--- config.mk ---
export PLATFORM = sky130hd
export DESIGN_NAME = cts_scale_unit
export DESIGN_NICKNAME = d
export VERILOG_FILES = /design/src/sv/cts_pkg.sv /design/src/sv/cts_scale_unit.sv
export SDC_FILE = /design/constraint.sdc
export NUM_CORES = 2
export LEC_CHECK = 0
export BUFFER_PORTS_ARGS = -buffer_cell sky130_fd_sc_hd__clkbuf_2
export CAP_MARGIN = 20
export CORE_UTILIZATION = 42
export DETAILED_ROUTE_END_ITERATION = 6
export HOLD_SLACK_MARGIN = 0.03
export PLACE_DENSITY = 0.69
export SETUP_SLACK_MARGIN = 0.4
export SLEW_MARGIN = 20
export SYNTH_ARGS = -nofsm -noshare
export SYNTH_HDL_FRONTEND = slang
export SYNTH_SLANG_ARGS = --single-unit
--- constraint.sdc ---
create_clock -name clk -period 8.8 [get_ports clk]
set_input_delay 1.32 -clock clk [delete_from_list [all_inputs] [get_ports clk]]
set_output_delay 1.32 -clock clk [all_outputs]
set_load 0.03 [all_outputs]
--- src/sv/cts_pkg.sv ---
`default_nettype none

package cts_pkg;

	// table geometry
	localparam int TABLE_DEPTH = 256;
	localparam int IDX_W       = $clog2(TABLE_DEPTH);
	localparam int CNT_W       = IDX_W + 1;

	// field widths
	localparam int KEY_W   = 32;
	localparam int CHAR_W  = 21;
	localparam int RAND_W  = 32;
	localparam int SCALE_W = 48;
	localparam int TENT_W  = 9;

	// input op codes
	localparam logic OP_LOAD = 1'b0;
	localparam logic OP_DRAW = 1'b1;

	// result status codes
	localparam logic STAT_FOUND    = 1'b0;
	localparam logic STAT_NOTFOUND = 1'b1;

	// one table entry as stored in the memory
	typedef struct packed {
		logic [CHAR_W-1:0] chr;
		logic [KEY_W-1:0]  key;
	} cts_entry_t;

	// request from the sequencer to the table memory
	typedef struct packed {
		logic             we;
		logic             re;
		logic [IDX_W-1:0] addr;
		cts_entry_t       wdata;
	} cts_mem_req_t;

	typedef enum logic [2:0] {
		ST_IDLE,
		ST_MUL,
		ST_ADD,
		ST_RD,
		ST_CMP,
		ST_DONE
	} cts_state_t;

endpackage

`default_nettype wire

--- src/sv/cts_scale_unit.sv ---
`default_nettype none

module cts_scale_unit (
	input  wire logic                           clk,
	input  wire logic [cts_pkg::RAND_W-1:0]     random_word,
	input  wire logic [cts_pkg::SCALE_W-1:0]    scale,
	output logic      [cts_pkg::KEY_W-1:0]      value
);
	import cts_pkg::*;

	logic [63:0] p_lo_s1;
	logic [47:0] p_hi_s1;
	logic [31:0] value_s2;
	logic [48:0] whole;

	// stage 1: low 32 and high 16 bits of the factor, separate products
	always_ff @(posedge clk) begin
		p_lo_s1 <= 64'(random_word) * 64'(scale[31:0]);
		p_hi_s1 <= 48'(random_word) * 48'(scale[47:32]);
	end

	// stage 2: add 1.5 and truncate; the fraction carry is 1, or 2 when
	// the low product fraction is at least one half
	assign whole = 49'(p_hi_s1) + 49'(p_lo_s1[63:32]) + 49'(1) + 49'(p_lo_s1[31]);

	always_ff @(posedge clk) begin
		value_s2 <= (|whole[48:32]) ? '1 : whole[31:0];
	end

	assign value = value_s2;

endmodule

`default_nettype wire

Word level (Yosys, flattened, before mapping)
Cells that the tools add are included.
{"block": "totals", "register_bits": 144, "inputBits": 81, "out_inout_bits": 32, "elab_cells": 9}
{"block": "classes", "n_reduce_logical": 1, "addsub": 3, "mul": 2}
{"cell": "$mul A32 B32 Y64", "n": 1}
{"cell": "$add A48 B32 Y49", "n": 1}
{"cell": "$add A49 B1 Y49", "n": 1}
{"cell": "$add A49 B1 Y49 const B", "n": 1}
{"cell": "$mul A32 B16 Y48", "n": 1}
{"cell": "$reduce_or A17 Y1", "n": 1}

Logic depth before layout (Yosys ltp)
{"block": "logic_depth", "ltp_word": 4, "mapped_depth": 28, "ltp_nobuf": 27}

Least setup slack after synthesis
Ideal clock, no wire load.
{"block": "synth_timing", "kind": "input-to-reg", "from": "input port random_word[7] in the netlist's numbering", "to": "register p_lo_s1[63]", "cell_stages": 28, "setup_time_ps": 121, "arrival_time_ps": 8445, "path_slack_ps": 234, "required_time_ps": 8679, "path_cell_list": "clkbuf_1 -> clkbuf_1 -> nand2_1 -> fa_1 -> inv_1 -> fa_1 -> inv_1 -> fa_1 -> inv_1 -> fa_1 -> fa_1 -> fa_1 -> fa_1 -> inv_1 -> fa_1 -> inv_1 -> ha_1 -> nand3_1 -> or3_1 -> or4_1 -> o22ai_2 -> or3_1 -> and2_4 -> a21oi_2 -> or3_4 -> a31oi_4 -> a21oi_2 -> xnor2_1"}
{"block": "synth_between", "elab_chain_cells": 1}
{"item": "start, declared", "line_no": "cts_scale_unit.sv:5", "source": "input wire logic [cts_pkg::RAND_W-1:0] random_word,"}
{"item": "$mul A32 B32 Y64", "line_no": "cts_scale_unit.sv:18", "source": "p_lo_s1 <= 64'(random_word) * 64'(scale[31:0]);"}
{"item": "end signal, assigned", "line_no": "cts_scale_unit.sv:18"}
{"item": "end, declared", "line_no": "cts_scale_unit.sv:11", "source": "logic [63:0] p_lo_s1;"}
Every way passes these cells.
A chain may end at the register's enable or synchronous reset.

Worst setup path in the final report
{"block": "layout_timing", "from": "input port random_word[16] in the netlist's numbering", "to": "register p_lo_s1[63]"}
Same word-level chain as after synthesis.

==> implementation parameters <==
Parameter                              Value

Outcome
  Status    complete, no violations

Layout
  Post-layout instance count excluding filler cells    7,497
  Net total in the final layout    7,686
  Most frequent cells in the layout    1,289 x fa_1, 1,262 x inv_1, 866 x nand2_1, 751 x and2_1, 439 x ha_1
  Non-Filler Cell Area, Final    57,370 um^2
  Fraction of layout instances using a drive strength above 1    0.08892
  Synthesis-to-finish area growth    8.657%
  Leading cell type in the layout, fill and taps excluded    fa_1

STA
  Count of endpoints failing hold in the final timing report    0
  Fin crit share    0.9435
  Relative max-transition margin    0.4213
  Final slew viol count    0
  Least-Margin Pin Slew    868.1 ps
  Min Hold Slack    567.4 ps
  Fin worst setup slack    497.3 ps
  Clock period minus final worst setup slack    8303 ps
  Unrepaired setup endpoints after global routing    yes
  Timing-limited maximum frequency    0.1204 GHz
  Final setup viols    0
  Worst-case clock skew    11.63 ps

Synthesis
  Synthesis Warnings    0
  Proportion of register bits with asynchronous set or reset after synthesis    0
  Proportion of synthesized chip area in sequential cells    0.04285
  Average instance area after synthesis    9.122 um^2
  Share of cell area taken by muxes after synthesis    0.001185
  Dominant combinational cell family by area after synthesis    adder cells
  Adder-cell share of the synthesized area    0.6037
  Post-synth design cell area    52,800 um^2
  Number of enable flip-flop cells after synthesis    0
  Compound-gate portion of the synthesized area    0.04173
  Fraction of the mapped netlist area in simple logic gates    0.1784
  Fraction of synthesized cell area in xor and xnor cells    0.01808
  Seq cells post-synth    113
  Mapped Nets    7,628
  Most used DFF post-synth    dfxtp_1
  Distinct cell type count after synthesis    79
  Number of instances in the synthesized netlist    5,788

Worst hold path
  Number of cells on the worst hold path    2
  Hold EP    value[0]$_SDFF_PP1_
  Hold/Removal Path Class    register to register
  Worst hold path startpoint    p_lo_s1[32]$_DFF_P_

Floorplan
  Number of top-level pins    113
  Die Y    ~360 um
  Die extent in x    about 360 um
  Initial Util    0.4254
  Full die area    127,100 um^2
  Placeable core area    124,100 um^2
  Cell row count    between 100 and 150

Critical path
  Critical Path RT    just over 9000 ps
  CP delay by family, top    adder cells
  Number of cell instances on the worst register-to-register path    18
  Maximum net fanout on the critical path    8
  Type of the worst setup path    primary input to register
  Critical-path cell with the highest stage delay    fa_1
  Most common cell type on the critical path    fa_1
  Critical path buffer and inverter count    4
  Arr. time, crit path    8630 ps
  Startpoint of the lowest-slack register-to-register path    p_lo_s1[31]$_DFF_P_
  Reg2Reg Setup Slack    about 4300 ps
  Capturing point of the worst reg2reg path    value[2]$_SDFF_PP1_
  Worst Setup End Kind    register
  Crit path largest cell delay    ~570 ps
  Critical Path Source Type    primary input

Routing
  Total wire length after detailed routing    138,700 um
  Number of DRC markers in iteration 0    2,367
  DR WL/cell    18.50 um
  Post-route DRC    0
  Routed Antenna Nets    0
  Via-to-Cell Ratio    5.120
  Via Count    38,390
  First-pass iteration count of the detailed router    5

Clock network
  Hold Buf Count CTS    0
  Insertion delay of the later-clocked pin in the worst-skew pair    450 ps
  Number of H-tree levels    4
  CTS tree    built
  Buffer type at the clock tree root    clkbuf_16
  Max Root-Sink Buffers    2
  Inserted Clock Buffers    17
  TritonCTS Sinks    113
  Clock transition at the registers of the reported paths    70 ps

Global route
  Number of global-route vias before repair    41,930
  First-pass GRT wire length    226,500 um
  Pin count of the biggest net entering global routing    44
  Total grt overflow    0
  Total routing resource utilization after global routing    0.2261
  Antenna violations before repair    4

Place
  Placed Instance Area    roughly 56,000 um^2
  Number of port buffers    112
  Cell total after placement    7,442
  HPWL after detailed placement    between 100,000 and 150,000 um
  RD Place Congestion    between 0.8 and 0.9
  Worst Setup Slack post-DPL    -337.0 ps

Flow run
  Count of max-cap constraint violations    0
## synth_stat cells (4+ instances only)
cell / n / area, um^2
nand2b_1: 13 / 81.33
buf_2: 5 / 25.02
o21ai_0: 52 / 260.3
a21o_1: 60 / 450.4
nand4_1: 25 / 156.4
nand3_1: 23 / 115.1
inv_1: 1272 / 4775
nor2b_1: 18 / 112.6
nand2_1: 868 / 3258
clkbuf_1: 302 / 1134
a41oi_1: 4 / 35.03
o41ai_1: 5 / 43.79
fa_1: 1314 / 26310
a31oi_1: 12 / 75.07
nor2_1: 64 / 240.2
o211ai_1: 4 / 30.03
and2_1: 760 / 4755
buf_6: 4 / 45.04
o21ai_1: 9 / 45.04
a21boi_0: 5 / 37.54
a21oi_2: 4 / 35.03
nand2_2: 30 / 187.7
o21a_1: 10 / 75.07
o21bai_1: 10 / 75.07
dfxtp_1: 113 / 2262
nor3_1: 14 / 70.07
a221oi_1: 4 / 35.03
ha_1: 445 / 5568
xor2_1: 39 / 341.6
and4_1: 5 / 43.79
a211oi_1: 8 / 60.06
a221o_1: 4 / 40.04
buf_1: 11 / 41.29
xnor2_1: 70 / 613.1
and3_1: 19 / 118.9
or3_1: 8 / 50.05
a21oi_1: 112 / 560.5
mux2i_1: 4 / 40.04
## area by class of cell
cell class,instances,area (um^2)
Timing Repair Buffer,361,2897
Clock inverter,15,163.9
Sequential cell,113,2262
Multi-Input combinational cell,4081,44790
Tap cell,1637,2048
Antenna cell,1,2.502
Inverter,1272,4775
Fill cell,11630,66750
Clock buffer,17,425.4
## what timing repair did
action / in CTS / in global routing
cloned: 0 / 5
setup endpoints to repair: 23 / 28
pin swaps: 24 / 65
setup buffers: 1 / 16
gates resized for setup: 38 / 155
## tightest hold or removal path, stage by stage, from the launching register on
cell	delay [ps]
dfxtp_1	320
ha_1	130
nand2b_1	90
## how the worst max path moves through the flow
stage / startpoint / endpoint / slack (ps) / cells past startpoint
detailed placement: random_word[19] / p_lo_s1[57]$_DFF_P_ / -340 / 27
finish: random_word[16] / p_lo_s1[63]$_DFF_P_ / 500 / 25
global placement: random_word[19] / p_lo_s1[57]$_DFF_P_ / -300 / 27
CTS: random_word[9] / p_lo_s1[63]$_DFF_P_ / 400 / 25
global route: random_word[23] / p_lo_s1[63]$_DFF_P_ / 290 / 24
floorplan: random_word[20] / p_lo_s1[63]$_DFF_P_ / 400 / 26
## flip-flops by register name, summed over array words and instances (netlist names)
register and cells:
p_hi_s1 48, p_lo_s1 33, value 32
## layer usage
layer / up-vias / part of all wire / global-route usage
li1: 17000 / - / -
met1: 20090 / 0.42 / 0.3024
met2: 1065 / 0.49 / 0.3799
met3: 228 / 0.052 / 0.02465
met4: 0 / 0.038 / 0.08009
met5: - / 0 / 0
## cell families after synthesis
logic type | Yosys count
compound gates | 335
xor+xnor | 109
fa+ha+maj | 1759
buf+inv | 1594
flops | 113
mux | 6
simple gates | 1872
## per-stage QoR
step / util / TNS, ps
5_1_grt: 0.4622 / 0
6_report: 0.4622 / 0
3_3_place_gp: 0.4508 / -2980
2_1_floorplan: - / 0
4_1_cts: 0.4567 / 0
3_5_place_dp: 0.4508 / -4327
Power is not shown: default switching activity piles up to over one toggle a cycle in this logic, so the estimate is an artifact.
