$ cat src/sv/cts_pkg.sv
`default_nettype none

package cts_pkg;

	// table geometry
	localparam int TABLE_DEPTH = 256;
	localparam int IDX_W       = $clog2(TABLE_DEPTH);
	localparam int CNT_W       = IDX_W + 1;

	// field widths
	localparam int KEY_W   = 32;
	localparam int CHAR_W  = 21;
	localparam int RAND_W  = 32;
	localparam int SCALE_W = 48;
	localparam int TENT_W  = 9;

	// input op codes
	localparam logic OP_LOAD = 1'b0;
	localparam logic OP_DRAW = 1'b1;

	// result status codes
	localparam logic STAT_FOUND    = 1'b0;
	localparam logic STAT_NOTFOUND = 1'b1;

	// one table entry as stored in the memory
	typedef struct packed {
		logic [CHAR_W-1:0] chr;
		logic [KEY_W-1:0]  key;
	} cts_entry_t;

	// request from the sequencer to the table memory
	typedef struct packed {
		logic             we;
		logic             re;
		logic [IDX_W-1:0] addr;
		cts_entry_t       wdata;
	} cts_mem_req_t;

	typedef enum logic [2:0] {
		ST_IDLE,
		ST_MUL,
		ST_ADD,
		ST_RD,
		ST_CMP,
		ST_DONE
	} cts_state_t;

endpackage

`default_nettype wire

$ cat src/sv/cts_seq.sv
`default_nettype none

module cts_seq (
	input  wire logic                          clk,
	input  wire logic                          arst_n,
	// input item
	input  wire logic                          s_tvalid,
	output logic                               s_tready,
	input  wire logic                          op,
	input  wire logic [7:0]                    entry_index,
	input  wire logic [cts_pkg::KEY_W-1:0]     entry_key,
	input  wire logic [cts_pkg::CHAR_W-1:0]    entry_char,
	input  wire logic [cts_pkg::RAND_W-1:0]    random_word,
	input  wire logic                          last_draw,
	// configuration and scaled value
	input  wire logic [cts_pkg::TENT_W-1:0]    table_entries,
	output logic      [cts_pkg::RAND_W-1:0]    rand_word,
	input  wire logic [cts_pkg::KEY_W-1:0]     value,
	// table memory
	output cts_pkg::cts_mem_req_t              mem_req,
	input  wire cts_pkg::cts_entry_t           mem_rdata,
	// result
	output logic                               m_tvalid,
	input  wire logic                          m_tready,
	output logic      [cts_pkg::CHAR_W-1:0]    char_out,
	output logic                               status,
	output logic                               last
);
	import cts_pkg::*;

	cts_state_t state_q, state_d;

	logic [RAND_W-1:0] rand_q;
	logic              last_draw_q;
	logic [CNT_W-1:0]  lo_q, hi_q, n_q;
	logic [IDX_W-1:0]  mid_q;
	logic [CHAR_W-1:0] chr_q;
	logic              m_tvalid_q;
	logic [CHAR_W-1:0] char_out_q;
	logic              status_q;
	logic              last_q;

	logic              in_acc;
	logic              out_free;
	logic [CNT_W:0]    mid_sum;
	logic [IDX_W-1:0]  mid;
	logic [CNT_W-1:0]  n_eff;

	assign in_acc   = s_tvalid & s_tready;
	assign out_free = ~m_tvalid_q | m_tready;
	assign mid_sum  = (CNT_W+1)'(lo_q) + (CNT_W+1)'(hi_q);
	assign mid      = mid_sum[IDX_W:1];
	assign n_eff    = (32'(table_entries) > TABLE_DEPTH) ? CNT_W'(TABLE_DEPTH)
	                                                      : CNT_W'(table_entries);

	// next state
	always_comb begin
		state_d = state_q;
		unique case (state_q)
			ST_IDLE: begin
				if (in_acc && op == OP_DRAW) state_d = ST_MUL;
			end
			ST_MUL:  state_d = ST_ADD;
			ST_ADD:  state_d = ST_RD;
			ST_RD: begin
				state_d = (lo_q < hi_q) ? ST_CMP : ST_DONE;
			end
			ST_CMP:  state_d = ST_RD;
			ST_DONE: begin
				if (out_free) state_d = ST_IDLE;
			end
			default: state_d = ST_IDLE;
		endcase
	end

	// outputs of the sequencer; loads write only in idle, so a read never
	// meets a write to the same entry
	always_comb begin
		s_tready      = 1'b0;
		mem_req.we    = 1'b0;
		mem_req.re    = 1'b0;
		mem_req.addr  = mid;
		mem_req.wdata = '{chr: entry_char, key: entry_key};
		unique case (state_q)
			ST_IDLE: begin
				s_tready   = 1'b1;
				mem_req.we = in_acc && op == OP_LOAD && 32'(entry_index) < TABLE_DEPTH;
				mem_req.addr = IDX_W'(entry_index);
			end
			ST_RD: begin
				mem_req.re = lo_q < hi_q;
			end
			ST_MUL, ST_ADD, ST_CMP, ST_DONE: begin
			end
			default: begin
			end
		endcase
	end

	always_ff @(posedge clk or negedge arst_n) begin
		if (!arst_n) begin
			state_q    <= ST_IDLE;
			m_tvalid_q <= 1'b0;
		end else begin
			state_q <= state_d;
			if (state_q == ST_DONE && out_free) begin
				m_tvalid_q <= 1'b1;
			end else if (m_tready) begin
				m_tvalid_q <= 1'b0;
			end
		end
	end

	// draw capture, search bounds and result payload
	always_ff @(posedge clk) begin
		if (in_acc && op == OP_DRAW) begin
			rand_q      <= random_word;
			last_draw_q <= last_draw;
		end
		if (state_q == ST_ADD) begin
			lo_q <= '0;
			hi_q <= n_eff;
			n_q  <= n_eff;
			chr_q <= '0;
		end
		if (state_q == ST_RD) begin
			mid_q <= mid;
		end
		// threshold below value: go right; else this entry is the best so far
		if (state_q == ST_CMP) begin
			if (mem_rdata.key < value) begin
				lo_q <= CNT_W'(mid_q) + CNT_W'(1);
			end else begin
				hi_q  <= CNT_W'(mid_q);
				chr_q <= mem_rdata.chr;
			end
		end
		if (state_q == ST_DONE && out_free) begin
			char_out_q <= (hi_q < n_q) ? chr_q : '0;
			status_q   <= (hi_q < n_q) ? STAT_FOUND : STAT_NOTFOUND;
			last_q     <= last_draw_q;
		end
	end

	assign rand_word = rand_q;
	assign m_tvalid  = m_tvalid_q;
	assign char_out  = char_out_q;
	assign status    = status_q;
	assign last      = last_q;

endmodule

`default_nettype wire

$ cat config.mk
export PLATFORM = sky130hd
export DESIGN_NAME = cts_seq
export DESIGN_NICKNAME = d
export VERILOG_FILES = /design/src/sv/cts_pkg.sv /design/src/sv/cts_seq.sv
export SDC_FILE = /design/constraint.sdc
export NUM_CORES = 1
export LEC_CHECK = 0
export BUFFER_PORTS_ARGS = -buffer_cell sky130_fd_sc_hd__buf_4
export CORE_MARGIN = 5
export CORE_UTILIZATION = 30
export DETAILED_ROUTE_END_ITERATION = 8
export PLACE_DENSITY = 0.62
export SLEW_MARGIN = 20
export SYNTH_ARGS = -nofsm -noshare
export SYNTH_HDL_FRONTEND = slang
export SYNTH_SLANG_ARGS = --single-unit
$ cat constraint.sdc
create_clock -name clk -period 4.2 [get_ports clk]
set_clock_uncertainty 0.15 [all_clocks]
set_input_delay 1.26 -clock clk [delete_from_list [all_inputs] [get_ports clk]]
set_output_delay 1.26 -clock clk [all_outputs]
set_load 0.02 [all_outputs]
---- Yosys cells after proc, flatten, opt, wreduce, memory -nomap -nowiden ----
Index checks and enable logic that the tools add are counted.
cells by class
  $add $sub $neg .......................... 2
  $mul .................................... 0
  divide/modulo/power cells ............... 0
  order comparisons ....................... 4
  eq/ne operators ......................... 7
  shift operators ......................... 0
  muxes and demuxes ....................... 21
  bitwise gates (word level) .............. 4
  reduce and logical (&&, ||, !) cells .... 7
operators with widths
  kind                   number
  $mux W21               3
  $mux W9                7
  $lt A32 B32 Y1         1
  $lt A9 B9 Y1           2
  $pmux W3 S5            1
  $add A8 B1 Y9 const B  1
  $add A9 B9 Y9          1
  $gt A9 B9 Y1 const B   1
  $mux W8                1
  $mux W1                7
  $eq A3 B2 Y1 const B   2
  $eq A3 B3 Y1 const B   2
  $mux W3                2
  $ne A2 B2 Y1 const B   2
  $eq A3 B1 Y1 const B   1
  $logic_and A1 B1 Y1    3
  $logic_not A3 Y1       1
  $not A1 Y1             2
  $reduce_and A2 Y1      1
  $reduce_bool A2 Y1     1
  $reduce_or A2 Y1       1
  $and A1 B1 Y1          1
  $or A1 B1 Y1           1
storage, ports and cells
  register bits after elaboration ......... 116
  latch bits .............................. 0
  memory bits (writable) .................. 0
  ROM bits ................................ 0
  input bits .............................. 193
  memories kept ........................... 0

---- Longest topological paths before layout ----
Gate-level depths: netlist of the first run.
  word-level depth ........................ 6
  depth in mapped cells ................... 10
  depth with buffers taken out ............ 8

---- Worst setup path before layout of the first run ----
Ideal clock, no wire load.
  kind .................................... reg-to-output
  start point ............................. reg hi_q[2]
  end point ............................... out mem_req[60] in the netlist's numbering
  arrival ................................. 1.988 ns
  required time ........................... 2.790 ns
  path slack .............................. 0.802 ns
  stages on the path, launching flop included .. 9
  buffers on the path ..................... 0
  cells stage by stage .................... dfxtp_1 inv_1 ha_1 o21bai_1 a21oi_1 o21bai_1 a221o_1 or4_1 nand3_1
RTL lines
  element                 line            RTL
  from (decl)             cts_seq.sv:35   logic [CNT_W-1:0] lo_q, hi_q, n_q;
  from (signal assigned)  cts_seq.sv:122  hi_q <= n_eff;
  from (signal assigned)  cts_seq.sv:134  hi_q <= CNT_W'(mid_q);
  to (decl)               cts_seq.sv:20   output cts_pkg::cts_mem_req_t mem_req,

==> results of run 1 <==
## cell families after synthesis
| logic type | count (synthesis) | share of synthesized area [%] |
|---|---|---|
| flip-flops | 116 | 43.7 |
| adder cells (fa/ha/maj) | 56 | 10.1 |
| AO/OA/AOI/OAI | 153 | 14.0 |
| XOR/XNOR | 14 | 1.74 |
| AND/OR/NAND/NOR | 184 | 12.9 |
| multiplexers | 42 | 6.10 |
| buffers and inverters | 158 | 11.6 |
## flip-flops by register name, summed over array words and instances, names as in the netlist, 3 cells and up
| name | count |
|---|---|
| rand_word | 32 |
| char_out | 21 |
| chr_q | 21 |
| hi_q | 9 |
| lo_q | 9 |
| n_q | 9 |
| mid_q | 8 |
| state_q | 3 |
## Yosys cell counts (2+ instances only)
cell,n,share of area [%]
o211ai_1,2,0.21
a21oi_1,73,5.2
a211oi_1,23,2.5
a22o_1,21,2.6
clkbuf_1,24,1.3
and3_1,2,0.18
ha_1,55,9.8
o21bai_1,2,0.21
edfxtp_1,73,31
mux2i_1,38,5.4
mux2_2,3,0.48
dfxtp_1,39,11
buf_4,53,5.7
dfrtp_1,4,1.4
inv_1,70,3.7
nor2b_1,9,0.80
buf_2,6,0.43
xnor2_1,11,1.4
buf_6,2,0.32
nand2b_1,27,2.4
nor2_1,35,1.9
xor2_1,3,0.37
a21o_1,5,0.53
nand3_1,5,0.36
and2_1,24,2.1
a211o_1,2,0.25
o21a_1,4,0.43
nor4_1,3,0.27
o31ai_1,2,0.21
or3_1,2,0.18
o21ai_0,9,0.64
nand4_1,9,0.80
nand2_1,63,3.4
clkinv_1,2,0.11
## where the power goes
| group | switching [mW] | internal (mW) | total (mW) | leakage, nW |
|---|---|---|---|---|
| clock | 0.513 | 0.940 | 1.45 | 0.288 |
| sequential | 0.219 | 1.64 | 1.85 | 1.05 |
| combinational | 1.51 | 1.11 | 2.62 | 2.95 |
## layout make-up
type	count	area (um^2)
fill	2319	14100
multi-input combinational	449	3210
sequential	116	3070
timing repair buffer	218	1640
clock buffer	21	450
tap	319	399
inverter	72	270
clock inverter	11	135
## worst min-delay path by stage
stage / to / slack [ps] / cells past startpoint
finish: last$_DFFE_PP_ / 270 / 0
global route: last$_DFFE_PP_ / 290 / 0
CTS: last$_DFFE_PP_ / 270 / 0
detailed placement: last$_DFFE_PP_ / 260 / 0
global placement: last$_DFFE_PP_ / 250 / 0
floorplan: last$_DFFE_PP_ / 250 / 0
## stage by stage
stage	cell area [um^2]	setup WS (ps)	instances
after floorplan	7040	802	723
final	9180	163	1206
after global placement	8560	577	1174
after CTS	9150	120	1206
after detailed placement	8560	577	1174
after global routing	9180	1.40	1206
## worst reg2reg max path, cell delays in order (launching register included)
cell and delay (ps):
dfrtp_1 430, nand2b_1 250, nor2_1 450, buf_4 300, and3_1 380, buf_4 220, mux2i_1 180
## per-layer routing
metal  share of wire, %  track usage (%)  vias to the layer above
li1                   -                -                     2768
met1                 42             17.4                     2585
met2                 48             23.2                      177
met3                6.7             3.61                       46
met4                2.7             5.79                        0
met5                  0                0                        -
## repair_timing
item	4_1_cts	5_1_grt
setup endpoints to repair	0	2
hold buffers	0	0
gates resized for setup	0	4
==> metrics.csv, run 1 <==
metric,value,unit
critPathLaunch,hi_q[2]$_DFF_P_,
worstHoldPathType,reg -> reg,
htreeDepth,4,
endpoint_kind,output pin,
start_util,30.3,%
finalMaxSlewViolations,0,
antenna_found_initial,0,
hold_viol,0,
min_from,last_draw_q$_DFFE_PP_,
cpPeakStageDelay,420,ps
layout_common_cells,"buf_4 (218), edfxtp_1 (73), inv_1 (70), a21oi_1 (70), nand2_1 (63)",
required,2790,ps
setup_viol,0,
dr.pass1.iters,5,
clk_latency,420,ps
r2r_cells,6,
port_buffers,206,
crit_top_cell,o21bai_1,
grt_max_degree,43,
ys_seq_area_share,43.7,%
hpwl,14.4,mm
path_cells,inv_1 > ha_1 > o21bai_1 > a21oi_2 > o21bai_1 > a221o_1 > or4_1 > nand3_1 > buf_4,
fp.dieArea,0.0266,mm^2
async_reset_ff_share,3.45,%
grt_pass1_vias,5693,
grt_use_total,14.0,%
ios,313,
worstReg2RegStart,state_q[1]$_DFFE_PN0P_,
crit_type,reg -> out,
cap_violations,0,
cp.arrival,2630,ps
core,0.0233,mm^2
nNetsFinal,1123,
p_leak,4.28,nW
synth_edf_count,73,
cts_num_sinks,116,
cts_post_setup_buffers_inserted,0,
endpoint,mem_req[60],
synthCells,723,
p_per_area,646,mW/mm^2
ir_drop,0.000299,V
cts_tree,yes,
drtIter0Drc,220,
fmax,0.248,GHz
status,finished clean,
cts_buffers,17,
synth-main-ff-cell,edfxtp_1,
ys_warn_count,0,
maxSlewHeadroom,33.4,%
cp_max_fo,4,
synth_area,0.00704,mm^2
period_minus_slack,4040,ps
antenna_violating_nets_post_route,0,
worst_slew_pin_slew,1000,ps
cp_num_buf_inv,2,
clock-root-buffer,clkbuf_16,
routed_via_density,4.62,
fin_util,39.5,%
crit_family,compound AO/OA/AOI/OAI gates,
synthesis.nets,972,
die_w,163,um
cpMaxStageDelayCell,or4_1,
ys_types,52,
period_share,96.1,%
rsz0062_at_grt,false,
vias,5576,
tns,0,ps
syn_to_final_growth,30.4,%
gp_congestion,0.770,
whs,270,ps
worst-r2r-setup-slack,1760,ps
ys_ff_latch,116,
total_power,5.93,mW
overflow,0,
crit_cells,9,
r2r-end,lo_q[2]$_DFF_P_,
cts_buffer_depth,2,
wl_per_cell,15.8,um
num_rows,56,
grt_pass1_wl,29.5,mm
die_y,163,um
path_clk_slew,50,ps
syn_avg_cell_area,9.73,um^2
final_common_cell,buf_4,
drt-total-wl,19.0,mm
remaining_drc_errors,0,
antenna_cells,0,
drive_above_1_share,29.3,%
startpoint_type,flop,
Note: power is estimated with default switching activity, not from simulation.
==> run 2, diff against run 1 <==
--- a/config.mk
+++ b/config.mk
@@ -7,9 +7,9 @@
 export LEC_CHECK = 0
 export BUFFER_PORTS_ARGS = -buffer_cell sky130_fd_sc_hd__buf_4
 export CORE_MARGIN = 5
-export CORE_UTILIZATION = 30
+export CORE_UTILIZATION = 52
 export DETAILED_ROUTE_END_ITERATION = 8
-export PLACE_DENSITY = 0.62
+export PLACE_DENSITY = 0.87
 export SLEW_MARGIN = 20
 export SYNTH_ARGS = -nofsm -noshare
 export SYNTH_HDL_FRONTEND = slang
==> metrics.csv, run 2 (same netlist as run 1, synthesis figures left out) <==
metric,value,unit,change
layout_common_cells,"buf_4 (218), edfxtp_1 (73), a21oi_1 (72)",,
wl_met1,7.15,mm,-11%
finalMaxSlewViolations,0,,unchanged
hpwl,13.1,mm,-9.3%
cts_post_setup_buffers_inserted,0,,unchanged
cts-hold-fix-buffers,0,,unchanged
cts_buffers,17,,unchanged
cts_tree,yes,,
start_util,53.1,%,+23 points
rsz0062_at_grt,false,,
endpoint_kind,output pin,,
grt_use_total,20.9,%,+6.8 points
fin_ws,148,ps,-14.5 ps
nNetsFinal,1123,,unchanged
maxSlewHeadroom,41.8,%,+8.5 points
ir_drop,0.000457,V,+53%
p_leak,4.27,nW,-0.28%
dr_wl_met2,8.71,mm,-5.0%
crit_type,reg -> out,,
grt_max_degree,43,,unchanged
dp_slack,537,ps,-39.5 ps
htreeDepth,4,,unchanged
path_clk_slew,50,ps,about the same
overflow,0,,unchanged
largest_register_ffs,32,,unchanged
cp.arrival,2640,ps,about the same
dr.pass1.iters,5,,unchanged
startpoint_type,flop,,
ff_latch_area,0.00307,mm^2,unchanged
status,finished clean,,
antenna_found_initial,0,,unchanged
vias,5683,,+1.9%
period_share,96.5,%,+0.35 points
die_w,126,um,-23%
antenna_violating_nets_post_route,0,,unchanged
num_rows,42,,-25%
die_y,126,um,-23%
cp_max_fo,4,,unchanged
cts_buffer_depth,2,,unchanged
final_common_cell,buf_4,,
clock-root-buffer,clkbuf_16,,
grt_pass1_wl,27.2,mm,-7.6%
port_buffers,206,,unchanged
wl_per_cell,16.4,um,+3.9%
routed_via_density,5.35,,+16%
worst_slew_pin_slew,873,ps,-127 ps
antenna_cells,0,,unchanged
cts_resized,0,,unchanged
syn_to_final_growth,27.6,%,
clk_latency,390,ps,-30 ps
required,2790,ps,about the same
highest_layer,met4,,
tns,0,ps,unchanged
ios,313,,unchanged
cts_num_sinks,116,,unchanged
p_per_area,660,mW/mm^2,+2.2%
fp.dieArea,0.0160,mm^2,-40%
gp_congestion,0.886,,+15%
drt-total-wl,17.4,mm,-8.4%
hold_viol,0,,unchanged
routed-wl-met3,1.23,mm,-3.6%
worstHoldPathType,reg -> reg,,
cap_violations,0,,unchanged
drtIter0Drc,385,,+75%
setup_viol,0,,unchanged
fmax,0.247,GHz,-0.36%
remaining_drc_errors,0,,unchanged
drive_above_1_share,28.3,%,-1.0 points
grt_pass1_vias,5648,,-0.79%
multi_input_area,0.00319,mm^2,-0.86%
period_minus_slack,4050,ps,+14.5 ps
n_fill_cell,1039,,-55%
core,0.0132,mm^2,-43%
-- run 2: cell count changes in the layout (fill, tap and decap cells not counted), moves of 2 or more --
cell | previous run | this run
a21oi_1 | 70 | 72
clkinv_2 | 5 | 2
clkinv_1 | 3 | 7
a21oi_2 | 2 | 0
-- run 2: final cells by class --
cell class                 count  share of cell area [%]
timing repair buffer         218                    18.2
inverter                      72                    3.01
multi-input combinational    449                    35.5
clock buffer                  19                    4.82
sequential                   116                    34.2
clock inverter                13                    1.82
tap                          176                    2.45
-- run 2: path summary, 6_finish.rpt --
kind	cells past startpoint	slack [ps]	endpoint	start
max	9	150	mem_req[60]	hi_q[2]$_DFF_P_
min	0	280	last$_DFFE_PP_	last_draw_q$_DFFE_PP_
max reg2reg	8	1920	mid_q[7]$_DFFE_PP_	hi_q[2]$_DFF_P_
min reg2reg	0	280	last$_DFFE_PP_	last_draw_q$_DFFE_PP_
max in group asynchronous	1	3290	state_q[0]$_DFFE_PN0P_	arst_n
min in group asynchronous	1	500	state_q[2]$_DFFE_PN0P_	arst_n
-- run 2: worst max-delay path, cell delays in order (launching register included) --
cell,delay (ps)
dfxtp_1,380
inv_1,70
ha_1,360
o21bai_1,100
a21oi_1,230
o21bai_1,110
a221o_1,340
or4_1,410
nand3_1,100
buf_4,140
-- run 2: power by group --
group,switching [mW],leakage (nW),total [mW],internal [mW]
logic,1.50,2.94,2.61,1.11
clock network,0.487,0.284,1.47,0.979
registers,0.224,1.05,1.86,1.64
total,2.21,4.27,5.93,3.72
-- run 2: routing by layer --
metal | GRT usage (%) | up-vias
met2 | 35.5 | 218
li1 | - | 2779
met3 | 5.17 | 33
met5 | 0 | -
met1 | 25.9 | 2653
met4 | 7.32 | 0
-- run 2: metrics by stage --
stage | cell area [um^2] | utilization (%) | std cells | hold WS [ps] | total power [mW]
5_1_grt | 8980 | 67.8 | 1063 | 289 | 6.31
6_report | 8980 | 67.8 | 1063 | 282 | 5.93
3_5_place_dp | 8380 | 63.3 | 1031 | 275 | 4.44
2_1_floorplan | 7040 | - | 723 | 250 | 3.70
3_3_place_gp | 8380 | 63.3 | 1031 | 255 | 4.34
4_1_cts | 8980 | 67.8 | 1063 | 288 | 5.94
==> run 3, diff against run 2 <==
--- a/config.mk
+++ b/config.mk
@@ -5,9 +5,10 @@
 export SDC_FILE = /design/constraint.sdc
 export NUM_CORES = 1
 export LEC_CHECK = 0
+export ABC_AREA = 1
 export BUFFER_PORTS_ARGS = -buffer_cell sky130_fd_sc_hd__buf_4
 export CORE_MARGIN = 5
-export CORE_UTILIZATION = 52
+export CORE_UTILIZATION = 51
 export DETAILED_ROUTE_END_ITERATION = 8
 export PLACE_DENSITY = 0.87
 export SLEW_MARGIN = 20
==> metrics.csv, run 3 <==
metric,value,unit,change
grt_max_degree,36,,-16%
critPathLaunch,hi_q[5]$_DFF_P_,,
grt_pass1_wl,27.0,mm,-0.89%
n_fill_cell,962,,-7.4%
fin_util,67.0,%,-0.79 points
fp.dieArea,0.0151,mm^2,-5.4%
drtIter0Drc,486,,+26%
r2r_cells,10,,+2
antenna_found_initial,0,,unchanged
drt-total-wl,17.4,mm,-0.21%
cts_buffer_depth,2,,unchanged
largest_register_ffs,32,,unchanged
postPlaceCellArea,0.00782,mm^2,-6.6%
startpoint_type,flop,,
worstReg2RegStart,state_q[1]$_DFFE_PN0P_,,
ys_top_cells_by_count,"nand2_1 (177), inv_1 (140), edfxtp_1 (73)",,
p_per_area,602,mW/mm^2,-8.8%
async_reset_ff_share,3.45,%,unchanged
hold_viol,0,,unchanged
synth_area,0.00650,mm^2,-7.7%
fmax,0.267,GHz,+8.2%
path_cells,inv_1 > ha_1 > o21bai_1 > a221oi_1 > nand3_1 > nand3_1 > nand2_1 > buf_4,,
nNetsFinal,1167,,+3.9%
core,0.0126,mm^2,-5.1%
endpoint_kind,output pin,,
syn_avg_cell_area,8.56,um^2,-12%
routed_via_density,5.03,,-5.9%
finalMaxSlewViolations,0,,unchanged
cpMaxStageDelayCell,a221oi_1,,
min_path_cells,0,,unchanged
tns,0,ps,unchanged
synth_edf_count,73,,unchanged
die_y,123,um,-2.7%
dp_slack,934,ps,+397 ps
synthesis.nets,1008,,+3.7%
total_power,5.08,mW,-14%
cts_num_sinks,116,,unchanged
hpwl,12.6,mm,-3.7%
p_leak,4.31,nW,+0.97%
setup_viol,0,,unchanged
status,finished clean,,
remaining_drc_errors,0,,unchanged
drive_above_1_share,27.5,%,-0.80 points
yosysMostFrequentCell,nand2_1,,
die_w,123,um,-2.7%
port_buffers,206,,unchanged
crit_type,reg -> out,,
cp.arrival,2330,ps,-310 ps
worst_slew_pin_slew,1060,ps,+188 ps
min_from,last_draw_q$_DFFE_PP_,,
dr.pass1.iters,7,,+2
required,2790,ps,about the same
clk_latency,410,ps,+20 ps
worst-r2r-setup-slack,1590,ps,-330 ps
syn_to_final_growth,29.7,%,
synthCells,759,,+5.0%
cp_max_fo,5,,+1
post-synth-top-area-cell,edfxtp_1,,
cts-hold-fix-buffers,0,,unchanged
htreeDepth,4,,unchanged
ys_seq_area_share,47.3,%,+3.6 points
antenna_cells,0,,unchanged
grt_use_total,23.1,%,+2.3 points
ys_warn_count,0,,unchanged
gp_congestion,0.985,,+11%
ys_types,35,,-33%
wl_per_cell,15.8,um,-3.8%
worstHoldPathType,reg -> reg,,
ys_ff_latch,116,,unchanged
period_share,89.2,%,-7.3 points
grt_pass1_vias,5522,,-2.2%
period_minus_slack,3740,ps,-307 ps
antenna_violating_nets_post_route,0,,unchanged
start_util,51.7,%,-1.4 points
vias,5551,,-2.3%
cpPeakStageDelay,430,ps,+20 ps
cts_resized,0,,unchanged
final_common_cell,buf_4,,
path_clk_slew,60,ps,about the same
fin_ws,455,ps,+307 ps
num_rows,41,,-2.4%
clock-root-buffer,clkbuf_16,,
dp.cells,1071,,+3.9%
instances_no_fill,1103,,+3.8%
synthTopCellsByArea,"edfxtp_1 (34%), dfxtp_1 (12%), ha_1 (11%)",,
crit_top_cell,nand3_1,,
overflow,0,,unchanged
layout_common_cells,"buf_4 (212), nand2_1 (177), inv_1 (140)",,
cap_violations,0,,unchanged
cts_buffers,17,,unchanged
holdPathEnd,last$_DFFE_PP_,,
whs,284,ps,+1.54 ps
cts_post_setup_buffers_inserted,0,,unchanged
ir_drop,0.000483,V,+5.7%
synth-main-ff-cell,edfxtp_1,,
synth.top_cell.area_share,33.7,%,+2.6 points
ios,313,,unchanged
maxSlewHeadroom,29.3,%,-13 points
design_area,0.00843,mm^2,-6.2%
cts_tree,yes,,
r2r-end,lo_q[1]$_DFF_P_,,
rsz0062_at_grt,false,,
## run 3: cell count changes in the layout (fill, tap and decap cells not counted), moves of 27 or more
cell / previous run / this run
nand2_1: 63 / 177
inv_1: 70 / 140
a21oi_1: 72 / 27
nand3_1: 5 / 49
mux2i_1: 38 / 0
nand2b_1: 27 / 0
## run 3: layout make-up
type                       count  area (um^2)  area share (%)
sequential                   116         3070            36.5
multi-input combinational    430         2420            28.7
inverter                     141          529            6.28
timing repair buffer         212         1590            18.9
clock inverter                15          173            2.05
tap                          172          215            2.55
clock buffer                  17          425            5.05
## run 3: cells by family after synthesis
logic type / Yosys count / synth area share [%]
simple gates: 301 / 19.3
compound gates: 62 / 5.33
flops: 116 / 47.3
xor+xnor: 11 / 1.48
fa+ha+maj: 56 / 10.9
buf+inv: 213 / 15.7
## run 3: per-layer routing
| metal | vias up | track usage, % | share of wire [%] | routed length [um] |
|---|---|---|---|---|
| met3 | 52 | 6.64 | 9.4 | 1640 |
| met4 | 0 | 8.89 | 2.6 | 446 |
| met5 | - | 1.74 | 0 | 0 |
| met1 | 2542 | 27.0 | 37 | 6420 |
| li1 | 2673 | - | - | - |
| met2 | 284 | 39.9 | 51 | 8900 |
## run 3: worst max-delay path, delay by kind of cell, from the launching register on
| kind | cells | cell delay, ps |
|---|---|---|
| AND/OR/NAND/NOR | 3 | 320 |
| flip-flops | 1 | 360 |
| buffers and inverters | 2 | 230 |
| adder cells (fa/ha/maj) | 1 | 410 |
| AO/OA/AOI/OAI | 2 | 600 |
## run 3: worst max-delay path by stage
stage | end | slack, ps | depth (start not counted)
finish | mem_req[60] | 460 | 8
global route | mem_req[60] | 310 | 8
CTS | mem_req[60] | 480 | 8
detailed placement | mem_req[60] | 930 | 8
global placement | mem_req[60] | 960 | 8
floorplan | last_draw_q$_DFFE_PP_ | 890 | 2
## run 3: report_power, final
part,internal [mW],switching (mW),leakage [nW]
clock,0.890,0.592,0.289
sequential,1.55,0.171,1.04
combinational,0.699,1.18,2.98
total,3.14,1.94,4.31
